`src/hw/rtl/gbe_pkg.sv`:
```
// Package for the gap buffer engine: store geometry, operation codes,
// controller states and the payload and command structs. No dependencies.
`default_nettype none

package gbe_pkg;

  // Store geometry.
  localparam int unsigned CAPACITY = 4096;
  localparam int unsigned ADDR_W   = $clog2(CAPACITY);
  localparam int unsigned POS_W    = 13;

  localparam logic [POS_W-1:0] CAP_POS = POS_W'(CAPACITY);

  // Operation codes carried in the operation field.
  typedef enum logic [1:0] {
    OP_MOVE   = 2'd0,
    OP_READ   = 2'd1,
    OP_INSERT = 2'd2
  } op_e;

  // Controller states.
  typedef enum logic [2:0] {
    ST_IDLE,
    ST_PREP,
    ST_MOVE,
    ST_READ,
    ST_RDATA,
    ST_INSERT,
    ST_RESP
  } state_e;

  // Input word.
  typedef struct packed {
    logic [1:0]       operation;
    logic [POS_W-1:0] offset;
    logic [7:0]       data_byte;
  } in_word_t;

  // Output word.
  typedef struct packed {
    logic [7:0]       read_byte;
    logic [POS_W-1:0] position;
    logic [POS_W-1:0] text_length;
    logic             full_flag;
  } out_word_t;

  // Commands from the controller to the datapath.
  typedef struct packed {
    logic accept;
    logic prep;
    logic step;
    logic read;
    logic rcap;
    logic insert;
  } cmd_t;

  // Status from the datapath to the controller.
  typedef struct packed {
    logic [1:0] op;
    logic       at_target;
    logic       wr_pend;
  } status_t;

endpackage

`default_nettype wire

```
`src/hw/rtl/gbe_ctrl.sv`:
```
// Controller state machine of the gap buffer engine.
// Depends on gbe_pkg for states, operation codes and command/status structs.
`default_nettype none

module gbe_ctrl (
  input  wire logic            clk_i,
  input  wire logic            rst_ni,
  input  wire logic            in_valid_i,
  output logic                 in_ready_o,
  output logic                 out_valid_o,
  input  wire logic            out_ready_i,
  input  wire gbe_pkg::status_t status_i,
  output gbe_pkg::cmd_t        cmd_o
);

  gbe_pkg::state_e state_q, state_d;

  // State register.
  always_ff @(posedge clk_i or negedge rst_ni) begin
    if (!rst_ni) begin
      state_q <= gbe_pkg::ST_IDLE;
    end else begin
      state_q <= state_d;
    end
  end

  // Next state.
  always_comb begin
    state_d = state_q;
    case (state_q)
      gbe_pkg::ST_IDLE: begin
        if (in_valid_i) state_d = gbe_pkg::ST_PREP;
      end
      gbe_pkg::ST_PREP: begin
        case (status_i.op)
          gbe_pkg::OP_MOVE:   state_d = gbe_pkg::ST_MOVE;
          gbe_pkg::OP_READ:   state_d = gbe_pkg::ST_READ;
          gbe_pkg::OP_INSERT: state_d = gbe_pkg::ST_INSERT;
          default:            state_d = gbe_pkg::ST_RESP;
        endcase
      end
      gbe_pkg::ST_MOVE: begin
        // Leave once the gap is in place and the last copy has landed.
        if (status_i.at_target && !status_i.wr_pend) state_d = gbe_pkg::ST_RESP;
      end
      gbe_pkg::ST_READ:   state_d = gbe_pkg::ST_RDATA;
      gbe_pkg::ST_RDATA:  state_d = gbe_pkg::ST_RESP;
      gbe_pkg::ST_INSERT: state_d = gbe_pkg::ST_RESP;
      gbe_pkg::ST_RESP: begin
        if (out_ready_i) state_d = gbe_pkg::ST_IDLE;
      end
      default: state_d = gbe_pkg::ST_IDLE;
    endcase
  end

  // Outputs and datapath commands.
  always_comb begin
    cmd_o       = '0;
    in_ready_o  = 1'b0;
    out_valid_o = 1'b0;
    case (state_q)
      gbe_pkg::ST_IDLE: begin
        in_ready_o   = 1'b1;
        cmd_o.accept = in_valid_i;
      end
      gbe_pkg::ST_PREP:   cmd_o.prep   = 1'b1;
      gbe_pkg::ST_MOVE:   cmd_o.step   = !status_i.at_target;
      gbe_pkg::ST_READ:   cmd_o.read   = 1'b1;
      gbe_pkg::ST_RDATA:  cmd_o.rcap   = 1'b1;
      gbe_pkg::ST_INSERT: cmd_o.insert = 1'b1;
      gbe_pkg::ST_RESP:   out_valid_o  = 1'b1;
      default: begin
        cmd_o = '0;
      end
    endcase
  end

`ifndef SYNTHESIS
  // A result is offered only after an item was taken and worked on.
  assert property (@(posedge clk_i) disable iff (!rst_ni)
    $rose(out_valid_o) |-> !in_ready_o && $past(state_q != gbe_pkg::ST_IDLE))
    else $error("result raised without a preceding item");

  // The datapath never gets two operation commands at once.
  assert property (@(posedge clk_i) disable iff (!rst_ni)
    $countones({cmd_o.accept, cmd_o.prep, cmd_o.step, cmd_o.read, cmd_o.rcap,
                cmd_o.insert}) <= 1)
    else $error("conflicting datapath commands");

  // Input is never taken while a result is still on offer.
  assert property (@(posedge clk_i) disable iff (!rst_ni)
    out_valid_o && !out_ready_i |=> out_valid_o && !in_ready_o)
    else $error("stalled result dropped");
`endif

endmodule

`default_nettype wire

```
`config.mk`:
```
export PLATFORM = sky130hd
export DESIGN_NAME = gbe_ctrl
export DESIGN_NICKNAME = d
export VERILOG_FILES = /design/src/hw/rtl/gbe_pkg.sv /design/src/hw/rtl/gbe_ctrl.sv
export SDC_FILE = /design/constraint.sdc
export NUM_CORES = 1
export LEC_CHECK = 0
export ABC_CLOCK_PERIOD_IN_PS = 3300
export CORE_AREA = 2 2 39 41
export CTS_BUF_LIST = sky130_fd_sc_hd__clkbuf_2
export DETAILED_ROUTE_END_ITERATION = 16
export DIE_AREA = 0 0 41 43
export DONT_BUFFER_PORTS = 1
export GPL_TIMING_DRIVEN = 0
export PLACE_DENSITY = 0.38
export SLEW_MARGIN = 20
export SYNTH_ARGS = -nofsm -noshare
export SYNTH_HDL_FRONTEND = slang
export SYNTH_SLANG_ARGS = --single-unit
```
`constraint.sdc`:
```
create_clock -name clk_i -period 3.3 [get_ports clk_i]
set_input_delay 0.66 -clock clk_i [delete_from_list [all_inputs] [get_ports clk_i]]
set_output_delay 0.66 -clock clk_i [all_outputs]
set_load 0.005 [all_outputs]
```
* Yosys cells after proc, flatten, opt, wreduce, memory -nomap -nowiden *
Cells that the tools add are included.

word-level totals
  input bits = 8
  word-level logic and storage cells = 32
  bits in registers = 3
  output and inout port bits = 8

cells by class
  eq/ne operators = 11
  reduce and logical (&&, ||, !) cells = 7
  multiplexer cells = 13

operator list
  cell                                                             count
  3-bit case mux with 6 select lines                               1
  3-bit == test, second input constant                             3
  3-bit 2-to-1 mux                                                 3
  3-bit case mux with 3 select lines                               1
  1-bit 2-to-1 mux                                                 8
  3-bit by 2-bit == test with 1-bit output, second input constant  2
  2-bit != test, second input constant                             3
  3-bit by 1-bit == test with 1-bit output, second input constant  1
  3-bit logical NOT                                                1
  3-bit AND reduction                                              1
  2-bit by 1-bit == test with 1-bit output, second input constant  1
  2-bit == test, second input constant                             1
  1-bit logical NOT                                                2
  2-bit logical NOT                                                1
  2-bit OR reduction                                               1
  1-bit logical AND                                                1

* Depth between registers and ports, before layout *
  depth in word-level cells = 4
  mapped depth = 6
  depth with buffers taken out = 5

* Worst setup path after synthesis *
No wires, ideal clock.

  path kind = register -> output
  start = reg state_q[2]
  end = out cmd_o[5] (netlist name)
  buffers on the path = 1
  data required time = 2,640 ps
  arrival = 1,034 ps
  cell stages (with the launch flop) = 4
  slack = 1,606 ps
  path through = dfrtp_1 -> buf_2 -> nor3_1 -> and2_1

RTL lines
  item                    line            RTL
  start, declared         gbe_ctrl.sv:16  gbe_pkg::state_e state_q, state_d;
  start signal, assigned  gbe_ctrl.sv:21  state_q <= gbe_pkg::ST_IDLE;
  start signal, assigned  gbe_ctrl.sv:23  state_q <= state_d;
  end, declared           gbe_ctrl.sv:13  output gbe_pkg::cmd_t cmd_o

==> flow_metrics.env <==
export IMPL_timing_final_max_slew_violations=0
export IMPL_initialDrtViolationCount=9
export IMPL_syn_num_nets=48
export IMPL_peakVddDrop_uv=274
export IMPL_synth_yosys_seq_area_share_pct=21.0
export IMPL_status="complete, no violations"
export IMPL_synth_area_um2=358
export IMPL_synth_cell_type_count=24
export IMPL_end_kind="primary output"
export IMPL_combinational_family_with_the_most_area_after_synthesis="simple AND/OR/NAND/NOR gates"
export IMPL_grt_first_pass_wirelength_mm=1.17
export IMPL_synth_adder_area_share_pct=14.0
export IMPL_area_delta_synth_final_pct=11.2
export IMPL_arrival_ns=1.37
export IMPL_tritoncts_num_sinks=3
export IMPL_share_of_the_synthesized_area_in_compound_gates_ao_oa_aoi_oai_pct=20.6
export IMPL_worst_margin_pin_slew_ns=0.388
export IMPL_cts_hold_fix_buffers=0
export IMPL_numCtsBuffers=3
export IMPL_clock_tree_htree_level_count=1
export IMPL_grt_pass1_vias=279
export IMPL_crit_path_start_kind="register"
export IMPL_initial_core_util_pct=25.9
export IMPL_worstPathBufferInverterCount=1
export IMPL_wl_um=759
export IMPL_n_fill_cell=142
export IMPL_critical_path_top_delay_cell="sky130_fd_sc_hd__dfrtp_1"
export IMPL_gr_total_overflow=0
export IMPL_critical_path_peak_fanout=10
export IMPL_min_period_over_period_pct=61.6
export IMPL_yosys_mux_area_fraction_pct=0
export IMPL_pin_count=16
export IMPL_post_cts_resized=0
export IMPL_post_route_drc=0
export IMPL_clk_insertion_delay_late_ns=0.21
export IMPL_cap_viol_max_count=0
export IMPL_design_final_nets=53
export IMPL_dieArea_um2=1760
export IMPL_synth_top_area_share_pct=21.0
export IMPL_critical_path_reg2reg_startpoint="state_q[1]"
export IMPL_yosysWarningCount=0
export IMPL_worstPathRequired_ns=2.64
export IMPL_fin_worst_skew_ns=0.00183
export IMPL_synthDominantAreaCellType="sky130_fd_sc_hd__dfrtp_1"
export IMPL_crit_path_start="state_q[2]"
export IMPL_crit_family="simple AND/OR/NAND/NOR gates"
export IMPL_clkSlewWorstSetupHoldPaths_ns=0.05
export IMPL_total_setup_violations_reported_at_the_end_of_the_flow=0
export IMPL_worst_slew_margin_rel_pct=74.0
export IMPL_final_util_pct=28.8
export IMPL_synth_simple_gate_area_share_pct=35.3
export IMPL_cts_root_to_sink_buffers=2
export IMPL_synth_seq_cells=3
export IMPL_die_h_um=43
export IMPL_number_of_cells_on_the_worst_reg_to_reg_path=6
export IMPL_tns_ns=0
export IMPL_final_hold_viol_count=0
export IMPL_fp_coreArea_um2=1380
export IMPL_wire_per_inst_um=13.6
export IMPL_chip_width_um=41
export IMPL_place_port_buffers=0
export IMPL_power_density_nw_per_um2=826
export IMPL_number_of_antenna_violations_at_the_first_check_in_global_routing=0
export IMPL_post_synth_inst_count=36
export IMPL_firstDrtPassIters=4
export IMPL_cts_root_buffer_cell="sky130_fd_sc_hd__clkbuf_2"
export IMPL_largest_register_ffs=3
export IMPL_rsz0062_at_grt="no"
export IMPL_largest_registers="state_q (3)"
export IMPL_viasPerCell=5.21
export IMPL_synth_top_cells_by_area="sky130_fd_sc_hd__dfrtp_1 (21%), sky130_fd_sc_hd__ha_1 (14%), sky130_fd_sc_hd__a2111oi_4 (7.7%)"
export IMPL_detailroute_via_count=292
export IMPL_timing_rr_end="state_q[1]"
export IMPL_hold_path_class="in -> async"
export IMPL_setup_worst_path_class="reg -> out"
export IMPL_antenna_cells_inserted=0
export IMPL_power_leakage_nw=0.182
export IMPL_drive_gt1_share_pct=30.0
export IMPL_grt_max_degree=11
export IMPL_worst_path_largest_cell_delay_ns=0.40
export IMPL_tritoncts="built"
export IMPL_dp_hpwl_um=576
export IMPL_path_cells="buf_2 > nor3_1 > and2_1"
export IMPL_std_cell_rows=14
export IMPL_postCtsSetupRepairBufs=0
export IMPL_antenna_viol_nets_final=0
export IMPL_synth_xor_xnor_area_share_pct=0
export IMPL_layout_min_cycle_time_ns=2.03
export IMPL_r2r_setup_slack_ns=1.83
export IMPL_syn_avg_cell_area_um2=9.94
export IMPL_grt_use_total_pct=9.96
export IMPL_achievable_frequency_ghz=0.492
export IMPL_finalWeightedCongestion=0.803
export IMPL_biggest_register="state_q"
per-layer routing:
metal  share of wire (%)  global-route usage, %  vias up
li1                    -                      -      139
met1                  42                   12.6      142
met2                  53                   14.1       11
met3                 4.0                   1.57        0
met4                   0                   8.00        0
met5                   0                      0        -
placed cells by master (no fill, tap or decap), drive strengths merged:
cell | Yosys | final
clkbuf | 0 | 4
and3 | 1 | 1
ha | 4 | 4
or2 | 1 | 1
nor3b | 4 | 4
or3b | 1 | 1
nand2b | 1 | 1
and4bb | 1 | 1
a211oi | 1 | 1
a21oi | 1 | 1
and2 | 1 | 1
nor2b | 2 | 2
nor4 | 1 | 1
or2b | 1 | 1
a2111oi | 1 | 1
a311oi | 1 | 1
inv | 3 | 3
and3b | 1 | 1
o31a | 1 | 1
buf | 3 | 3
a211o | 1 | 1
dfrtp | 3 | 3
nor3 | 2 | 2
synthesized netlist by cell type:
| cell type | number |
|---|---|
| sky130_fd_sc_hd__nor3_1 | 2 |
| sky130_fd_sc_hd__a211o_2 | 1 |
| sky130_fd_sc_hd__a21oi_1 | 1 |
| sky130_fd_sc_hd__nor2b_1 | 2 |
| sky130_fd_sc_hd__buf_6 | 1 |
| sky130_fd_sc_hd__and2_1 | 1 |
| sky130_fd_sc_hd__nor3b_2 | 1 |
| sky130_fd_sc_hd__nor4_1 | 1 |
| sky130_fd_sc_hd__and3b_1 | 1 |
| sky130_fd_sc_hd__and3_1 | 1 |
| sky130_fd_sc_hd__a311oi_2 | 1 |
| sky130_fd_sc_hd__nand2b_1 | 1 |
| sky130_fd_sc_hd__or2_2 | 1 |
| sky130_fd_sc_hd__inv_1 | 3 |
| sky130_fd_sc_hd__ha_1 | 4 |
| sky130_fd_sc_hd__and4bb_1 | 1 |
| sky130_fd_sc_hd__dfrtp_1 | 3 |
| sky130_fd_sc_hd__a211oi_1 | 1 |
| sky130_fd_sc_hd__buf_2 | 2 |
| sky130_fd_sc_hd__a2111oi_4 | 1 |
| sky130_fd_sc_hd__or3b_1 | 1 |
| sky130_fd_sc_hd__or2b_1 | 1 |
| sky130_fd_sc_hd__o31a_1 | 1 |
| sky130_fd_sc_hd__nor3b_1 | 3 |
power breakdown:
group	total, mW	internal [mW]	leakage (nW)	switching (mW)
combinational	0.211	0.0998	0.128	0.112
sequential	0.0644	0.0530	0.0374	0.0114
clock	0.0530	0.0320	0.0166	0.0210
total	0.329	0.185	0.182	0.144
worst max path at each step:
| stage | end | slack, ns | cells after the start |
|---|---|---|---|
| floorplan | cmd_o[5] | 1.61 | 3 |
| global placement | cmd_o[5] | 1.48 | 3 |
| detailed placement | cmd_o[5] | 1.48 | 3 |
| CTS | cmd_o[5] | 1.23 | 3 |
| global route | cmd_o[5] | 1.11 | 3 |
| finish | cmd_o[5] | 1.27 | 3 |
cell families after synthesis:
group                    after synthesis
buffers and inverters                  6
adder cells (fa/ha/maj)                4
AND/OR/NAND/NOR                       17
flip-flops                             3
AO/OA/AOI/OAI                          6
stage by stage:
step	hold slack, ns	power [mW]	setup WS [ns]	cells	instance area [um2]
after floorplan	0.364	0.242	1.61	36	358
after global routing	0.116	0.366	1.11	56	398
after global placement	0.364	0.277	1.48	52	378
after detailed placement	0.365	0.279	1.48	52	378
final	0.145	0.329	1.27	56	398
after CTS	0.120	0.338	1.23	56	398
area by class of cell:
class                           count  area, um2  area share [%]
Buffer                              3       21.3            5.35
Clock buffer                        4       20.0            5.03
Inverter                            3       11.3            2.83
Multi-Input combinational cell     27        250            62.9
Sequential cell                     3       75.1            18.9
Tap cell                           16       20.0            5.03
Power figures use the tool's default switching activity.
